--- config.mk ---
export PLATFORM = sky130hd
export DESIGN_NAME = contactor_feedback_supervisor_top
export DESIGN_NICKNAME = d
export VERILOG_FILES = /design/src/rtl/cfs_pkg.sv /design/src/rtl/contactor_feedback_supervisor_top.sv
export SDC_FILE = /design/constraint.sdc
export NUM_CORES = 1
export LEC_CHECK = 0
export BUFFER_PORTS_ARGS = -buffer_cell sky130_fd_sc_hd__buf_2
export CAP_MARGIN = 20
export CORE_MARGIN = 8
export CORE_UTILIZATION = 39
export DETAILED_ROUTE_END_ITERATION = 7
export GPL_TIMING_DRIVEN = 0
export PLACE_DENSITY = 0.59
export SLEW_MARGIN = 10
export SYNTH_ARGS = -nofsm -noshare
export SYNTH_HDL_FRONTEND = slang
export SYNTH_SLANG_ARGS = --single-unit
--- constraint.sdc ---
create_clock -name clk_i -period 7.7 [get_ports clk_i]
set_input_delay 0.77 -clock clk_i [delete_from_list [all_inputs] [get_ports clk_i]]
set_output_delay 0.77 -clock clk_i [all_outputs]
set_load 0.005 [all_outputs]
--- src/rtl/cfs_pkg.sv ---
// ----------------------------------------------------------------------------
// cfs_pkg: shared definitions for the contactor feedback supervisor
// Field widths, state codes, action codes, fault codes and defaults.
// ----------------------------------------------------------------------------
package cfs_pkg;

  localparam int ActionW   = 3;
  localparam int FeedbackW = 2;
  localparam int StateW    = 3;
  localparam int FaultW    = 4;
  localparam int TimeoutW  = 16;

  localparam int TimerBitsDefault = 16;
  localparam logic [TimeoutW-1:0] StartTimeoutReset = 16'd1000;

  // Unit states.
  localparam logic [StateW-1:0] StNotInit  = 3'd0;
  localparam logic [StateW-1:0] StOff      = 3'd1;
  localparam logic [StateW-1:0] StStarting = 3'd2;
  localparam logic [StateW-1:0] StOn       = 3'd3;
  localparam logic [StateW-1:0] StStopping = 3'd4;
  localparam logic [StateW-1:0] StHalt     = 3'd5;
  localparam logic [StateW-1:0] StLost     = 3'd6;
  localparam logic [StateW-1:0] StError    = 3'd7;

  // Actions.
  localparam logic [ActionW-1:0] ActTick = 3'd0;
  localparam logic [ActionW-1:0] ActOn   = 3'd1;
  localparam logic [ActionW-1:0] ActOff  = 3'd2;
  localparam logic [ActionW-1:0] ActHalt = 3'd3;
  localparam logic [ActionW-1:0] ActInit = 3'd4;

  // Feedback levels.
  localparam logic [FeedbackW-1:0] FbOff = 2'd0;
  localparam logic [FeedbackW-1:0] FbOn  = 2'd1;

  // Fault codes.
  localparam logic [FaultW-1:0] FaultNone        = 4'd0;
  localparam logic [FaultW-1:0] FaultOffCoil     = 4'd1;
  localparam logic [FaultW-1:0] FaultOffContact  = 4'd2;
  localparam logic [FaultW-1:0] FaultStartCoil   = 4'd3;
  localparam logic [FaultW-1:0] FaultStartContact = 4'd4;
  localparam logic [FaultW-1:0] FaultStopCoil    = 4'd5;
  localparam logic [FaultW-1:0] FaultStopContact = 4'd6;
  localparam logic [FaultW-1:0] FaultOnCoil      = 4'd7;
  localparam logic [FaultW-1:0] FaultOnContact   = 4'd8;

endpackage

--- src/rtl/contactor_feedback_supervisor_top.sv ---
// ----------------------------------------------------------------------------
// Contactor feedback supervisor
// Drives the contactor coil and checks coil read-back and auxiliary contact
// feedback against the unit state, one event request at a time.
// ----------------------------------------------------------------------------
// An accepted input request passes through the input register and then the
// result register. Throughput: one request per cycle while results are taken;
// the state update is a single pass through the decision logic and one
// saturating timer increment with its compare.
// Reset puts the unit in the not initialised state with the coil released,
// the start timer cleared and disarmed, and start_timeout at 1000 ticks.
module contactor_feedback_supervisor_top #(
  parameter int TIMER_BITS = cfs_pkg::TimerBitsDefault
) (
  input  logic                         clk_i,
  input  logic                         rst_ni,
  // Configuration write channel (start_timeout).
  input  logic                         cfg_valid_i,
  output logic                         cfg_ready_o,
  input  logic [cfs_pkg::TimeoutW-1:0]  cfg_data_i,
  // Event request channel.
  input  logic                         in_valid_i,
  output logic                         in_ready_o,
  input  logic [cfs_pkg::ActionW-1:0]   action_i,
  input  logic [cfs_pkg::FeedbackW-1:0] coil_feedback_i,
  input  logic [cfs_pkg::FeedbackW-1:0] contact_feedback_i,
  // Result request channel.
  output logic                         out_valid_o,
  input  logic                         out_ready_i,
  output logic [cfs_pkg::StateW-1:0]    unit_state_o,
  output logic                         coil_drive_o,
  output logic [cfs_pkg::FaultW-1:0]    fault_code_o,
  output logic                         rejected_o,
  output logic                         changed_o
);
  import cfs_pkg::*;

  // Width used to compare the timer against the 16-bit timeout register.
  localparam int CmpW = (TIMER_BITS > TimeoutW) ? TIMER_BITS : TimeoutW;

  // Configuration register. Writes only arrive while the block is idle: the user
  // must keep to this, the block does not enforce it. The decision logic uses it directly.
  logic [TimeoutW-1:0] start_timeout_q;

  assign cfg_ready_o = 1'b1;

  always_ff @(posedge clk_i or negedge rst_ni) begin
    if (!rst_ni) begin
      start_timeout_q <= StartTimeoutReset;
    end else if (cfg_valid_i) begin
      start_timeout_q <= cfg_data_i;
    end
  end

  // Input register stage.
  logic                 s1_valid_q;
  logic [ActionW-1:0]   act_q;
  logic [FeedbackW-1:0] coil_q;
  logic [FeedbackW-1:0] contact_q;
  logic                 advance;

  // The input stage moves on whenever the result register is free or is
  // being emptied in the same cycle, so requests flow back to back.
  assign advance    = s1_valid_q && (!out_valid_o || out_ready_i);
  assign in_ready_o = !s1_valid_q || advance;

  always_ff @(posedge clk_i or negedge rst_ni) begin
    if (!rst_ni) begin
      s1_valid_q <= 1'b0;
    end else if (in_ready_o) begin
      s1_valid_q <= in_valid_i;
    end
  end

  always_ff @(posedge clk_i) begin
    if (in_ready_o && in_valid_i) begin
      act_q     <= action_i;
      coil_q    <= coil_feedback_i;
      contact_q <= contact_feedback_i;
    end
  end

  // Unit state.
  logic [StateW-1:0]     state_q, state_d;
  logic                  drive_q, drive_d;
  logic [TIMER_BITS-1:0] ticks_q, ticks_d;
  logic                  armed_q, armed_d;

  logic [FaultW-1:0]     code;
  logic                  rej;
  logic                  do_eval;
  logic [StateW-1:0]     eval_st;
  logic [TIMER_BITS-1:0] ticks_inc;
  logic                  conn_fault;

  // Saturating increment of the start timer.
  assign ticks_inc  = (&ticks_q) ? ticks_q : ticks_q + TIMER_BITS'(1);
  // Feedback codes two and three both mean a broken connection.
  assign conn_fault = coil_q[1] || contact_q[1];

  always_comb begin
    state_d = state_q;
    drive_d = drive_q;
    ticks_d = ticks_q;
    armed_d = armed_q;
    code    = FaultNone;
    rej     = 1'b0;
    do_eval = 1'b0;
    eval_st = state_q;

    // Command decode. Init forces off and then checks the feedback as a tick.
    unique case (act_q)
      ActTick: begin
        do_eval = 1'b1;
      end
      ActOn: begin
        if (state_q == StOff) begin
          state_d = StStarting;
          drive_d = 1'b1;
          armed_d = 1'b0;
          ticks_d = '0;
        end else begin
          rej = 1'b1;
        end
      end
      ActOff: begin
        if (state_q == StOn || state_q == StStarting) begin
          state_d = StStopping;
          drive_d = 1'b0;
          armed_d = 1'b0;
          ticks_d = '0;
        end else begin
          rej = 1'b1;
        end
      end
      ActHalt: begin
        drive_d = 1'b0;
        state_d = StHalt;
      end
      ActInit: begin
        state_d = StOff;
        eval_st = StOff;
        do_eval = 1'b1;
      end
      default: begin
        // Unknown actions are ignored and not reported as refused.
      end
    endcase

    // Feedback evaluation against the state in force for this event.
    if (do_eval && eval_st != StNotInit) begin
      if (conn_fault) begin
        state_d = StLost;
      end else begin
        unique case (eval_st)
          StOff: begin
            // When both checks fail, the contact mismatch wins.
            if (contact_q != FbOff) begin
              code = FaultOffContact;
            end else if (coil_q != FbOff) begin
              code = FaultOffCoil;
            end
          end
          StOn: begin
            if (coil_q != FbOn) begin
              code = FaultOnCoil;
            end else if (contact_q != FbOn) begin
              code = FaultOnContact;
            end
          end
          StStarting: begin
            // The first tick arms the timer and energizes the coil; later
            // ticks count until the timeout is exceeded.
            if (!armed_q) begin
              drive_d = 1'b1;
              armed_d = 1'b1;
              ticks_d = '0;
            end else begin
              ticks_d = ticks_inc;
              if (CmpW'(ticks_inc) > CmpW'(start_timeout_q)) begin
                state_d = StOn;
              end
            end
            if (coil_q != FbOn) begin
              code = FaultStartCoil;
            end else if (contact_q != FbOn) begin
              code = FaultStartContact;
            end
          end
          StStopping: begin
            drive_d = 1'b0;
            state_d = StOff;
            if (coil_q != FbOff) begin
              code = FaultStopCoil;
            end else if (contact_q != FbOff) begin
              code = FaultStopContact;
            end
          end
          default: begin
            // Halt, lost connection and error only check the connection.
          end
        endcase
        if (code != FaultNone) begin
          state_d = StError;
        end
      end
    end
  end

  always_ff @(posedge clk_i or negedge rst_ni) begin
    if (!rst_ni) begin
      state_q <= StNotInit;
      drive_q <= 1'b0;
      ticks_q <= '0;
      armed_q <= 1'b0;
    end else if (advance) begin
      state_q <= state_d;
      drive_q <= drive_d;
      ticks_q <= ticks_d;
      armed_q <= armed_d;
    end
  end

  // Result register.
  logic              out_valid_q;
  logic [StateW-1:0] res_state_q;
  logic              res_drive_q;
  logic [FaultW-1:0] res_code_q;
  logic              res_rej_q;
  logic              res_changed_q;

  always_ff @(posedge clk_i or negedge rst_ni) begin
    if (!rst_ni) begin
      out_valid_q <= 1'b0;
    end else if (advance) begin
      out_valid_q <= 1'b1;
    end else if (out_ready_i) begin
      out_valid_q <= 1'b0;
    end
  end

  always_ff @(posedge clk_i) begin
    if (advance) begin
      res_state_q   <= state_d;
      res_drive_q   <= drive_d;
      res_code_q    <= code;
      res_rej_q     <= rej;
      res_changed_q <= (state_d != state_q);
    end
  end

  assign out_valid_o  = out_valid_q;
  assign unit_state_o = res_state_q;
  assign coil_drive_o = res_drive_q;
  assign fault_code_o = res_code_q;
  assign rejected_o   = res_rej_q;
  assign changed_o    = res_changed_q;

endmodule

Word level (Yosys, flattened, before mapping)
Cells that the tools add are included.
- add/subtract/negate cells: 1
- $lt $le $gt $ge: 1
- equality and inequality tests: 14
- multiplexer cells: 49
- bitwise logic cells: 1
- reductions and logical operators: 18
- operator list (operator ; number):
    $mux 16 ; 7
    $mux 3 ; 12
    $pmux 16 s2 ; 1
    $eq 3x2->1 const B ; 6
    $mux 1 ; 17
    $add 16x1->16 const B ; 1
    $gt 16x16->1 ; 1
    $mux 4 ; 4
    $pmux 4 s4 ; 1
    $reduce_and 16->1 ; 1
    $pmux 3 s4 ; 1
    $eq 3x1->1 const B ; 3
    $eq 3x3->1 const B ; 2
    $pmux 1 s2 ; 3
    $pmux 3 s2 ; 1
    $reduce_bool 2->1 ; 3
    $logic_or 1x1->1 ; 4
    $ne 2x1->1 const B ; 2
    $reduce_bool 4->1 ; 1
    $reduce_or 2->1 ; 2
    $logic_and 1x1->1 ; 3
    $logic_not 3->1 ; 1
    $ne 3x3->1 ; 1
    $pmux 1 s3 ; 1
    4 further kinds ; 5
- bits in registers: 56
- input port bits: 28
- logic and storage cells: 99

Longest topological paths before layout
Gate-level depths: netlist of the first run.
- depth after elaboration: 11
- gate-level depth with buffers: 17

Worst setup path after synthesis of the first run
OpenSTA, ideal clock, no wires.
- kind: register -> register
- from: register ticks_q[0]
- to: register res_changed_q (netlist: changed_o) (data pin)
- setup time: 0.270 ns
- arrival: 3.314 ns
- setup slack: 4.117 ns
- stages on the path, launching flop included: 15
- period minus slack after synthesis: 3.583 ns
- cell sequence: dfrtp_1 ha_1 and4_1 nand4_1 nor3_1 nor3_2 nand3_1 xnor2_1 ha_1 nand4_1 a2111oi_0 o31ai_1 a31o_2 a211oi_1 nand4b_1
- cells in the longest elaborated chain, start to end: 10
- elaborated cells between the ends (all ways): 11
- those cells by class: 1 x add/sub; 1 x order compare; 1 x eq/ne; 7 x mux; 1 x reduce/logical
- ends and longest elaborated chain (item ; RTL line ; RTL):
    start: declaration ; contactor_feedback_supervisor_top.sv:86 ; logic [TIMER_BITS-1:0] ticks_q, ticks_d;
    start signal: assignment ; contactor_feedback_supervisor_top.sv:219 ; ticks_q <= ticks_d;
    $add 16x1->16 / $reduce_and 16->1 (equally long branches) ; contactor_feedback_supervisor_top.sv:97 ; assign ticks_inc = (&ticks_q) ? ticks_q : ticks_q + TIMER_BITS'(1);
    $mux 16 * ; contactor_feedback_supervisor_top.sv:97 ;
    $gt 16x16->1 * ; contactor_feedback_supervisor_top.sv:180 ; if (CmpW'(ticks_inc) > CmpW'(start_timeout_q)) begin
    $mux 3 * ; contactor_feedback_supervisor_top.sv:180 ;
    $mux 3 * ; contactor_feedback_supervisor_top.sv:174 ; if (!armed_q) begin
    $pmux 3 s2 * ; contactor_feedback_supervisor_top.sv:155 ; unique case (eval_st)
    $mux 3 * ; contactor_feedback_supervisor_top.sv:203 ; if (code != FaultNone) begin
    $mux 3 * ; contactor_feedback_supervisor_top.sv:152 ; if (conn_fault) begin
    $mux 3 * ; contactor_feedback_supervisor_top.sv:151 ; if (do_eval && eval_st != StNotInit) begin
    $ne 3x3->1 * ; contactor_feedback_supervisor_top.sv:248 ; res_changed_q <= (state_d != state_q);
    end signal: assignment ; contactor_feedback_supervisor_top.sv:248 ;
    end: declaration ; contactor_feedback_supervisor_top.sv:230 ; logic res_changed_q;
Every way passes the cells marked *; elsewhere a longest branch is shown, timed or not.
A chain may end at the register's enable or synchronous reset.

Final worst setup path of the first run
Same ends and word-level chain as after synthesis.

==> results of run 1 <==
-- state kept, by name (all words and copies together) (netlist names) --
| register | count |
|---|---|
| ticks_q | 16 |
| out_valid_o | 1 |
| contact_q | 2 |
| coil_drive_o | 1 |
| state_q | 3 |
| drive_q | 1 |
| s1_valid_q | 1 |
| coil_q | 2 |
| unit_state_o | 3 |
| act_q | 3 |
| fault_code_o | 4 |
| start_timeout_q | 16 |
| armed_q | 1 |
| rejected_o | 1 |
| changed_o | 1 |
-- cells in the mapped netlist, types with 2 or more instances --
library cell / n / area share
inv_1: 24 / 0.027
nand3_1: 9 / 0.014
and2_1: 2 / 0.0038
nand4_1: 6 / 0.011
a22o_1: 8 / 0.021
and2b_1: 2 / 0.0045
o31ai_1: 5 / 0.011
nor2_1: 28 / 0.032
o211ai_1: 3 / 0.0068
nor3_2: 2 / 0.0060
clkbuf_1: 6 / 0.0068
mux2_2: 2 / 0.0068
nor3b_1: 3 / 0.0068
a211oi_1: 2 / 0.0045
o21ai_1: 10 / 0.015
ha_1: 17 / 0.064
nor4_1: 5 / 0.0094
xor2_1: 4 / 0.011
nand2_1: 45 / 0.051
nand2b_1: 6 / 0.011
or3_1: 2 / 0.0038
dfrtp_1: 33 / 0.25
o21ai_0: 22 / 0.033
nor3_1: 8 / 0.012
buf_2: 4 / 0.0060
and4_1: 2 / 0.0053
dfstp_2: 6 / 0.047
buf_4: 2 / 0.0045
mux2i_1: 3 / 0.0090
xnor2_1: 8 / 0.021
o22ai_1: 5 / 0.0094
edfxtp_1: 17 / 0.15
a21oi_1: 24 / 0.036
a31oi_1: 5 / 0.0094
nor2b_1: 2 / 0.0038
-- area by class of cell --
| class | count | area, sq um | share of cell area |
|---|---|---|---|
| Inverter | 25 | 93.8 | 0.0250 |
| Clock buffer | 8 | 93.8 | 0.0250 |
| Sequential cell | 56 | 1490 | 0.398 |
| Multi-Input combinational cell | 264 | 1680 | 0.446 |
| Timing Repair Buffer | 39 | 195 | 0.0520 |
| Buffer | 13 | 68.8 | 0.0183 |
| Tap cell | 105 | 131 | 0.0350 |
-- through the flow --
stage                     area [sq um]  setup WS [ns]  utilization
after floorplan                   3330           4.12            -
after global placement            3660           3.39        0.443
after detailed placement          3660           3.31        0.443
after CTS                         3750           3.30        0.454
after global routing              3750           2.87        0.454
final                             3750           3.38        0.454
-- path summary, 6_finish.rpt --
check	start	endpoint	slack, ns	cells past startpoint
max	ticks_q[0]	changed_o	3.38	14
min	s1_valid_q	out_valid_o	0.51	1
max reg2reg	ticks_q[0]	changed_o	3.38	14
min reg2reg	s1_valid_q	out_valid_o	0.51	1
max in group asynchronous	rst_ni	ticks_q[11]	6.54	1
min in group asynchronous	rst_ni	state_q[1]	0.58	1
-- layer usage --
layer  GRT usage  vias up  part of all wire
met3      0.0297       10             0.042
met5           0        -                 0
met2       0.231       54              0.49
li1            -     1388                 -
met1       0.170     1258              0.45
met4      0.0489        0             0.020
-- critical path: cells and delay by family (launching register included) --
kind / cells / cell delay, ns
compound gates: 4 / 1.53
simple gates: 7 / 1.41
fa+ha+maj: 2 / 0.58
flops: 1 / 0.44
xor+xnor: 1 / 0.11
-- report_power, final --
part	leakage [nW]	total [mW]	switching [mW]	internal, mW
Sequential	0.650	0.374	0.0246	0.350
Clock	0.0489	0.168	0.0907	0.0772
Combinational	0.914	0.230	0.135	0.0950
Total	1.61	0.772	0.250	0.522
-- kinds of logic (layout without fill, tap and decap cells) --
| logic type | after synthesis | in the layout | synth area share |
|---|---|---|---|
| other cells | 1 | 1 | 0.00113 |
| simple gates | 131 | 131 | 0.197 |
| fa+ha+maj | 17 | 17 | 0.0638 |
| flops | 56 | 56 | 0.448 |
| buf+inv | 38 | 85 | 0.0488 |
| mux | 5 | 5 | 0.0158 |
| xor+xnor | 13 | 13 | 0.0364 |
| compound gates | 97 | 97 | 0.189 |
==> metrics, run 1 <==
vias=2,710; CTS HTree Levels=2; Synth cell types=61; I/O Buffers=39; vias in the first global route=2,699; relative slew slack=0.395; Mean Syn Cell Area=9.31 sq um; WL/cell=15.1 um; Crit path largest cell delay=0.69 ns; synthesized instance count=358; clk_lat worst skew=0.30 ns; Seq/Total Area, Yosys=0.448; core box area=0.00826 sq mm; # Max-Cap Violations=0; fin crit share=0.560; Syn. warnings=0; post-DP HPWL=5890 um; gpl congestion=0.871; LEAKAGE=1.61 nW; pwr dens=206 mW/mm^2; Layout area overhead=12.6%; total I/O pin count=41; Synth Register Bits=56; status=completed; Async SR Flop Fraction=0.696; DRC viols=0; clock skew=0.00777 ns; fillcell total=817; CP Capture Type=flip-flop; Setup Crit Path Kind=flip-flop to flip-flop; top_reg_cell synth=dfrtp_1; GRT Residual Overflow=0; crit-path cells=ha_1 > and4_1 > nand4_1 > nor3_1 > nor3_2 > nand3_1 > xnor2_1 > ha_1 > nand4_1 > a2111oi_0 > o31ai_1 > a31o_2 > a211oi_1 > nand4b_1; DR pass1 iterations=4; EDFF count, synth=17; type of the worst min-delay path=flip-flop to flip-flop; first-pass GRT wire length=13,000 um; slew of the pin with the lowest slew margin=0.907 ns; largest net degree at the start of global routing=40; Clock Tree Buf Depth=2; hold_ws=0.506 ns; Detailed Route WL=7700 um; Initial Util=0.403; hold_buf cts=0; Fin. Hold Viols=0; root buffer cell=clkbuf_8; number of buffers created by CTS=5; GRT Util Overall=0.138; postcts setup bufs=0; CP Launch Type=flip-flop; share of layout cells above drive strength 1=0.183; die area=0.0118 sq mm; final net count=449; # resized after CTS=0; Max Slew Vio Count=0; Peak Freq=0.232 GHz; routed vias/inst=5.31; Crit path arrival time=4.36 ns; leading cell type in the layout, fill and taps excluded=nand2_1; Placed Cells incl. Taps=502; Setup-failing EPs final=0; Reg clk slew, reported paths=0.10 ns; Post-Syn Area=0.00333 sq mm; clk sink count=56; commonest non-fill, non-tap cells in the layout=nand2_1 (45), buf_2 (43), dfrtp_1 (33); Max VDD drop=0.0910 mV; Slowest-stage cell, CP=a2111oi_0; Final min period=4.32 ns; RSZ-0062 raised after global routing=false; CP Max Fanout=7; Die Y=108 um; power consumption=0.772 mW; # rows=33; antenna diode count=0; Starting DRT DRC Count=91; initial antenna violation count=0; syn nets=403; Req. time, crit path=7.75 ns; die width=108 um; Finished Layout Cells=510; CTS tree=built; Routed Antenna Nets=0; setup_tns=0 ns
No activity file was read; power rests on OpenSTA's default activity.
==> run 2: changes to the inputs <==
Settings changed: ABC_AREA from default to 1.
Clock period 7.7 ns to 4.02 ns, I/O delays scaled along.
==> metrics, run 2 <==
routed vias/inst=4.79 (-9.8%); Synth Register Bits=56 (unchanged); GRT Util Overall=0.130 (-0.00715); Async SR Flop Fraction=0.696 (unchanged); EDFF count, synth=17 (unchanged); Max Slew Vio Count=0 (unchanged); Req. time, crit path=4.10 ns (-3.65 ns); placed inst area=0.00374 sq mm (+2.2%); CTS tree=built; fin crit share=0.836 (+0.276); die width=110 um (+0.99%); I/O Buffers=39 (unchanged); share of the synthesized area in the top cell type=0.242 (-0.00564); Buffers & Inverters on Critical Path=2 (+2); Detailed Route WL=7200 um (-6.5%); first-pass GRT wire length=12,700 um (-2.8%); Crit path largest cell delay=0.44 ns (-0.25 ns); Clock Tree Buf Depth=2 (unchanged); # Max-Cap Violations=0 (unchanged); DR pass1 iterations=4 (unchanged); Setup Crit Path Kind=flip-flop to flip-flop; power consumption=1.68 mW (+120%); setup_tns=0 ns (unchanged); pwr dens=436 mW/mm^2 (+110%); GRT Residual Overflow=0 (unchanged); Layout area overhead=12.8%; clock skew=0.00527 ns (-0.00251 ns); post-DP HPWL=5660 um (-4.0%); crit-path cells=ha_1 > nand3_1 > nor2_1 > nand2_1 > inv_1 > nand4_1 > nand3_1 > xor2_1 > inv_1 > ha_1 > nand2_1 > nor2_1 > nand4_1 > nor2_1 > nor2_1 > nand2_2 > nand3_2 > nand2_2 > nand2_4 > nand2_2 > nand2_1 > nor2_1 > nand2_1; final net count=512 (+14%); Syn. warnings=0 (unchanged); syn nets=466 (+16%); DRC viols=0 (unchanged); Top delay family on crit path=simple AND/OR/NAND/NOR gates; # rows=34 (+3.0%); Seq/Total Area, Yosys=0.438 (-0.0102); CP Capture Type=flip-flop; postcts setup bufs=0 (unchanged); most frequent cell after synthesis=nand2_1; Die Y=110 um (+0.99%); clk_lat worst skew=0.31 ns (about the same); Fin. Hold Viols=0 (unchanged); CTS HTree Levels=2 (unchanged); initial antenna violation count=0 (unchanged); WL/cell=12.5 um (-17%); Starting DRT DRC Count=110 (+21%); Reg clk slew, reported paths=0.10 ns (about the same); die area=0.0120 sq mm (+2.0%); leading cell type in the layout, fill and taps excluded=nand2_1; gpl congestion=0.842 (-3.3%); final instance area=0.00385 sq mm (+2.5%); root buffer cell=clkbuf_8; Top cell by count, worst path=nor2_1; post-route worst setup slack=0.658 ns (-2.73 ns); number of buffers created by CTS=5 (unchanged); hold_buf cts=0 (unchanged); share of layout cells above drive strength 1=0.205 (+0.0224); type of the worst min-delay path=primary input to async pin; commonest cells in the netlist=nand2_1 (105), inv_1 (68), dfrtp_1 (33), nor2_1 (30), o21ai_0 (26); # resized after CTS=0 (unchanged); relative slew slack=0.425 (+0.0295); Routed Antenna Nets=0 (unchanged); LEAKAGE=1.96 nW (+22%); Max VDD drop=0.203 mV (+120%); clk sink count=56 (unchanged); RSZ-0062 raised after global routing=false; dominant cell type by area after synthesis=dfrtp_1; vias in the first global route=2,739 (+1.5%); Synth cell types=38 (-38%); status=completed; Slowest-stage cell, CP=dfrtp_1; Post-Syn Area=0.00341 sq mm (+2.3%); Post-Place Worst Slack=0.643 ns (-2.67 ns); largest net degree at the start of global routing=40 (unchanged); Final min period=3.36 ns (-0.954 ns); Initial Util=0.397 (-0.00672); antenna diode count=0 (unchanged); synthesized instance count=421 (+18%); slew of the pin with the lowest slew margin=0.863 ns (-0.0443 ns); Mean Syn Cell Area=8.10 sq um (-13%); top_reg_cell synth=dfrtp_1; Setup-failing EPs final=0 (unchanged); CP Launch Type=flip-flop; fillcell total=863 (+5.6%); Peak Freq=0.297 GHz (+28%); total I/O pin count=41 (unchanged); Crit path arrival time=3.44 ns (-0.92 ns); hold_ws=0.195 ns (-0.311 ns); top cells by area, synth=dfrtp_1 (24%), edfxtp_1 (15%), nand2_1 (12%); vias=2,761 (+1.9%); CP Max Fanout=5 (-2); commonest non-fill, non-tap cells in the layout=nand2_1 (105), inv_1 (68), buf_2 (39); core box area=0.00859 sq mm (+4.1%)
-- run 2: worst paths after layout --
kind                                   from             endpoint  slack, ns  cells past startpoint
max in group asynchronous            rst_ni           ticks_q[6]       3.28                      1
worst min register to register      drive_q              drive_q       0.50                      2
worst max-delay path             ticks_q[0]            changed_o       0.66                     23
worst min-delay path                 rst_ni  start_timeout_q[12]       0.20                      1
worst max register to register   ticks_q[0]            changed_o       0.66                     23
min in group clk_i              action_i[0]             act_q[0]       0.26                      1
-- run 2: kinds of logic after synthesis --
group | after synthesis | share of synthesized area
AOI/OAI and AO/OA | 58 | 0.0939
xor gates and xnor gates | 11 | 0.0283
and+or+nand+nor | 197 | 0.280
DFF | 56 | 0.438
adders and majority gates | 17 | 0.0624
muxes | 1 | 0.00330
buffers and inverters | 80 | 0.0925
other | 1 | 0.00110
-- run 2: worst register-to-register path: cells and delay by family, from the launching register on --
family                   cells  cell delay [ns]
XOR/XNOR                     1             0.25
adder cells (fa/ha/maj)      2             0.55
buffers and inverters        2             0.17
flip-flops                   1             0.44
AND/OR/NAND/NOR             18             1.75
-- run 2: through the flow --
step,util,cells
after global placement,0.435,568
after detailed placement,0.435,568
final,0.448,576
after global routing,0.448,576
after CTS,0.448,576
after floorplan,-,421
-- run 2: area by class of cell --
cell class | instances | area (sq um) | area share
inverters | 74 | 278 | 0.0722
well taps | 108 | 135 | 0.0351
clock inverters | 2 | 35.0 | 0.00911
flip-flops and latches | 56 | 1490 | 0.388
clock buffers | 6 | 72.6 | 0.0189
multi-input cells | 285 | 1600 | 0.416
plain buffers | 6 | 37.5 | 0.00976
repair buffers | 39 | 195 | 0.0507
-- run 2: routing by layer --
layer  up-vias  wire length, um  track usage
met5         -                0            0
met4         0               91       0.0415
met3         5              321       0.0217
met2        50             3140        0.198
met1      1271             3650        0.185
li1       1435                -            -
-- run 2: power by group --
part / internal (mW) / leakage [nW] / switching, mW
combinational: 0.202 / 1.25 / 0.366
clock: 0.185 / 0.0552 / 0.185
sequential: 0.683 / 0.658 / 0.0551
total: 1.07 / 1.96 / 0.605
==> run 3: changes to the inputs <==
Clock period 4.02 ns to 3.5 ns, I/O delays scaled along.
==> metrics, run 3 (same netlist as run 2, synthesis figures left out) <==
GRT Util Overall=0.130 (unchanged); area occupied by multi-input gates=0.00167 sq mm (+4.6%); Finished Layout Cells=581 (+0.87%); CP Launch Point=ticks_q[0]; WL/cell=12.6 um (+1.2%); M1 WL=3710 um (+1.5%); CP Capture Type=flip-flop; clk_lat worst skew=0.31 ns (about the same); post-DP HPWL=5660 um (unchanged); Sequential Power Share=0.438 (-0.002); leading cell type in the layout, fill and taps excluded=nand2_1; Setup-failing EPs final=0 (unchanged); gpl congestion=0.842 (unchanged); setup_tns=0 ns (unchanged); relative slew slack=0.425 (about the same); CTS HTree Levels=2 (unchanged); core box area=0.00859 sq mm (unchanged); DR pass1 iterations=4 (unchanged); vias=2,776 (+0.54%); I/O Buffers=39 (unchanged); length of routed met2 wiring=3220 um (+2.7%); Sequential cell area=0.00149 sq mm (unchanged); Detailed Route WL=7350 um (+2.0%); LEAKAGE=2.01 nW (+2.2%); Comb pwr share=0.342 (+0.003); type of the worst min-delay path=primary input to async pin; routed vias/inst=4.78 (-0.32%); Reg clk slew, reported paths=0.10 ns (about the same); first-pass GRT wire length=12,700 um (unchanged); # rows=34 (unchanged); Worst R2R End=changed_o; antenna diode count=0 (unchanged); number of buffers created by CTS=5 (unchanged); crit-path cells=ha_2 > nand3_2 > nor2_4 > nand2_2 > inv_1 > nand4_1 > nand3_2 > xor2_2 > inv_2 > ha_4 > nand2_1 > nor2_1 > nand4_1 > nor2_1 > nor2_1 > nand2_2 > nand3_2 > nand2_2 > nand2_4 > nand2_2 > nand2_1 > nor2_1 > nand2_1; largest net degree at the start of global routing=40 (unchanged); Final min period=3.20 ns (-0.162 ns); fin crit share=0.914 (+0.0780); share of layout cells above drive strength 1=0.239 (+0.0338); Layout area overhead=16.1%; Clock Tree Buf Depth=2 (unchanged); final instance area=0.00396 sq mm (+2.9%); CP Max Fanout=4 (-1); Internal Power=1.24 mW (+15%); vias in the first global route=2,739 (unchanged); placed inst area=0.00374 sq mm (unchanged); commonest non-fill, non-tap cells in the layout=nand2_1 (103), inv_1 (67), buf_2 (39); Die Y=110 um (unchanged); Initial Util=0.397 (unchanged); met3 wire length=327 um (+1.9%); CTS tree=built; FF-to-FF setup slack=0.30 ns (-0.36 ns); GRT Residual Overflow=0 (unchanged); status=completed; Placed Cells incl. Taps=568 (unchanged); Crit path largest cell delay=0.42 ns (-0.02 ns); clk sink count=56 (unchanged); slew of the pin with the lowest slew margin=0.863 ns (+0.000321 ns); Max VDD drop=0.245 mV (+20%); startpoint of the worst register-to-register path=ticks_q[0]; Max Slew Vio Count=0 (unchanged); Setup Crit Path Kind=flip-flop to flip-flop; fillcell total=858 (-0.58%); Crit path arrival time=3.28 ns (-0.16 ns); switching share of power=0.364 (+0.00254); initial antenna violation count=0 (unchanged); r2r worst-path depth=23 (unchanged); Routed Antenna Nets=0 (unchanged); Fin. Hold Viols=0 (unchanged); hold_buf cts=0 (unchanged); root buffer cell=clkbuf_8; DR top layer=met4; CP Launch Type=flip-flop; die width=110 um (unchanged); Peak Freq=0.312 GHz (+5.1%); clock share of power=0.221 (about the same); final net count=517 (+0.98%); die area=0.0120 sq mm (unchanged); Req. time, crit path=3.58 ns (-0.52 ns); DRC viols=0 (unchanged); total I/O pin count=41 (unchanged); Starting DRT DRC Count=107 (-2.7%); pwr dens=490 mW/mm^2 (+13%); clock skew=0.00369 ns (-0.00158 ns); Slowest-stage cell, CP=dfrtp_1; # Max-Cap Violations=0 (unchanged); switching pwr=0.706 mW (+17%)
==> run 3: cell count changes in the layout (fill, tap and decap cells not counted), sizes merged <==
cell,before,now
buf,42,47
==> run 3: routing by layer <==
layer / up-vias / GRT usage
met5: - / 0
met4: 0 / 0.0415
met3: 5 / 0.0217
met2: 51 / 0.198
met1: 1279 / 0.185
li1: 1441 / -
==> run 3: critical path, delay by kind of cell, from the launching register on <==
family                   cells  cell delay, ns
XOR/XNOR                     1            0.21
adder cells (fa/ha/maj)      2            0.50
buffers and inverters        2            0.14
flip-flops                   1            0.42
AND/OR/NAND/NOR             18            1.69
==> run 3: cell type report <==
cell class,count,share of cell area
Clock inverter,2,0.00885
Multi-Input combinational cell,285,0.423
Clock buffer,6,0.0183
Tap cell,108,0.0341
Buffer,6,0.00948
Inverter,74,0.0702
Timing Repair Buffer,44,0.0588
Sequential cell,56,0.377
==> run 3: through the flow <==
stage | power [mW] | utilization | hold WS, ns | setup WS, ns
2_1_floorplan | 1.34 | - | 0.0544 | 0.708
3_3_place_gp | 1.50 | 0.435 | 0.469 | 0.139
3_5_place_dp | 1.51 | 0.435 | 0.473 | 0.123
4_1_cts | 1.94 | 0.448 | 0.181 | 0.0827
5_1_grt | 2.09 | 0.461 | 0.193 | -0.0214
6_report | 1.94 | 0.461 | 0.142 | 0.300
==> run 3: power by group through the flow <==
stage / Clock, mW / Combinational, mW / Sequential (mW)
floorplan: 0 / 0.491 / 0.851
global placement: 0 / 0.641 / 0.859
detailed placement: 0 / 0.653 / 0.860
CTS: 0.436 / 0.656 / 0.847
global route: 0.460 / 0.764 / 0.863
finish: 0.429 / 0.663 / 0.850
==> run 3: worst max-delay path by stage <==
stage / end / slack [ns] / depth (start not counted)
3_3_place_gp: changed_o / 0.14 / 23
3_5_place_dp: changed_o / 0.12 / 23
6_report: changed_o / 0.30 / 23
4_1_cts: changed_o / 0.08 / 23
2_1_floorplan: changed_o / 0.71 / 23
5_1_grt: changed_o / -0.02 / 24
==> run 3: timing repair <==
action / 4_1_cts / 5_1_grt
setup buffers: 0 / 5
resized for setup: 0 / 15
endpoints found under the setup margin: 0 / 5
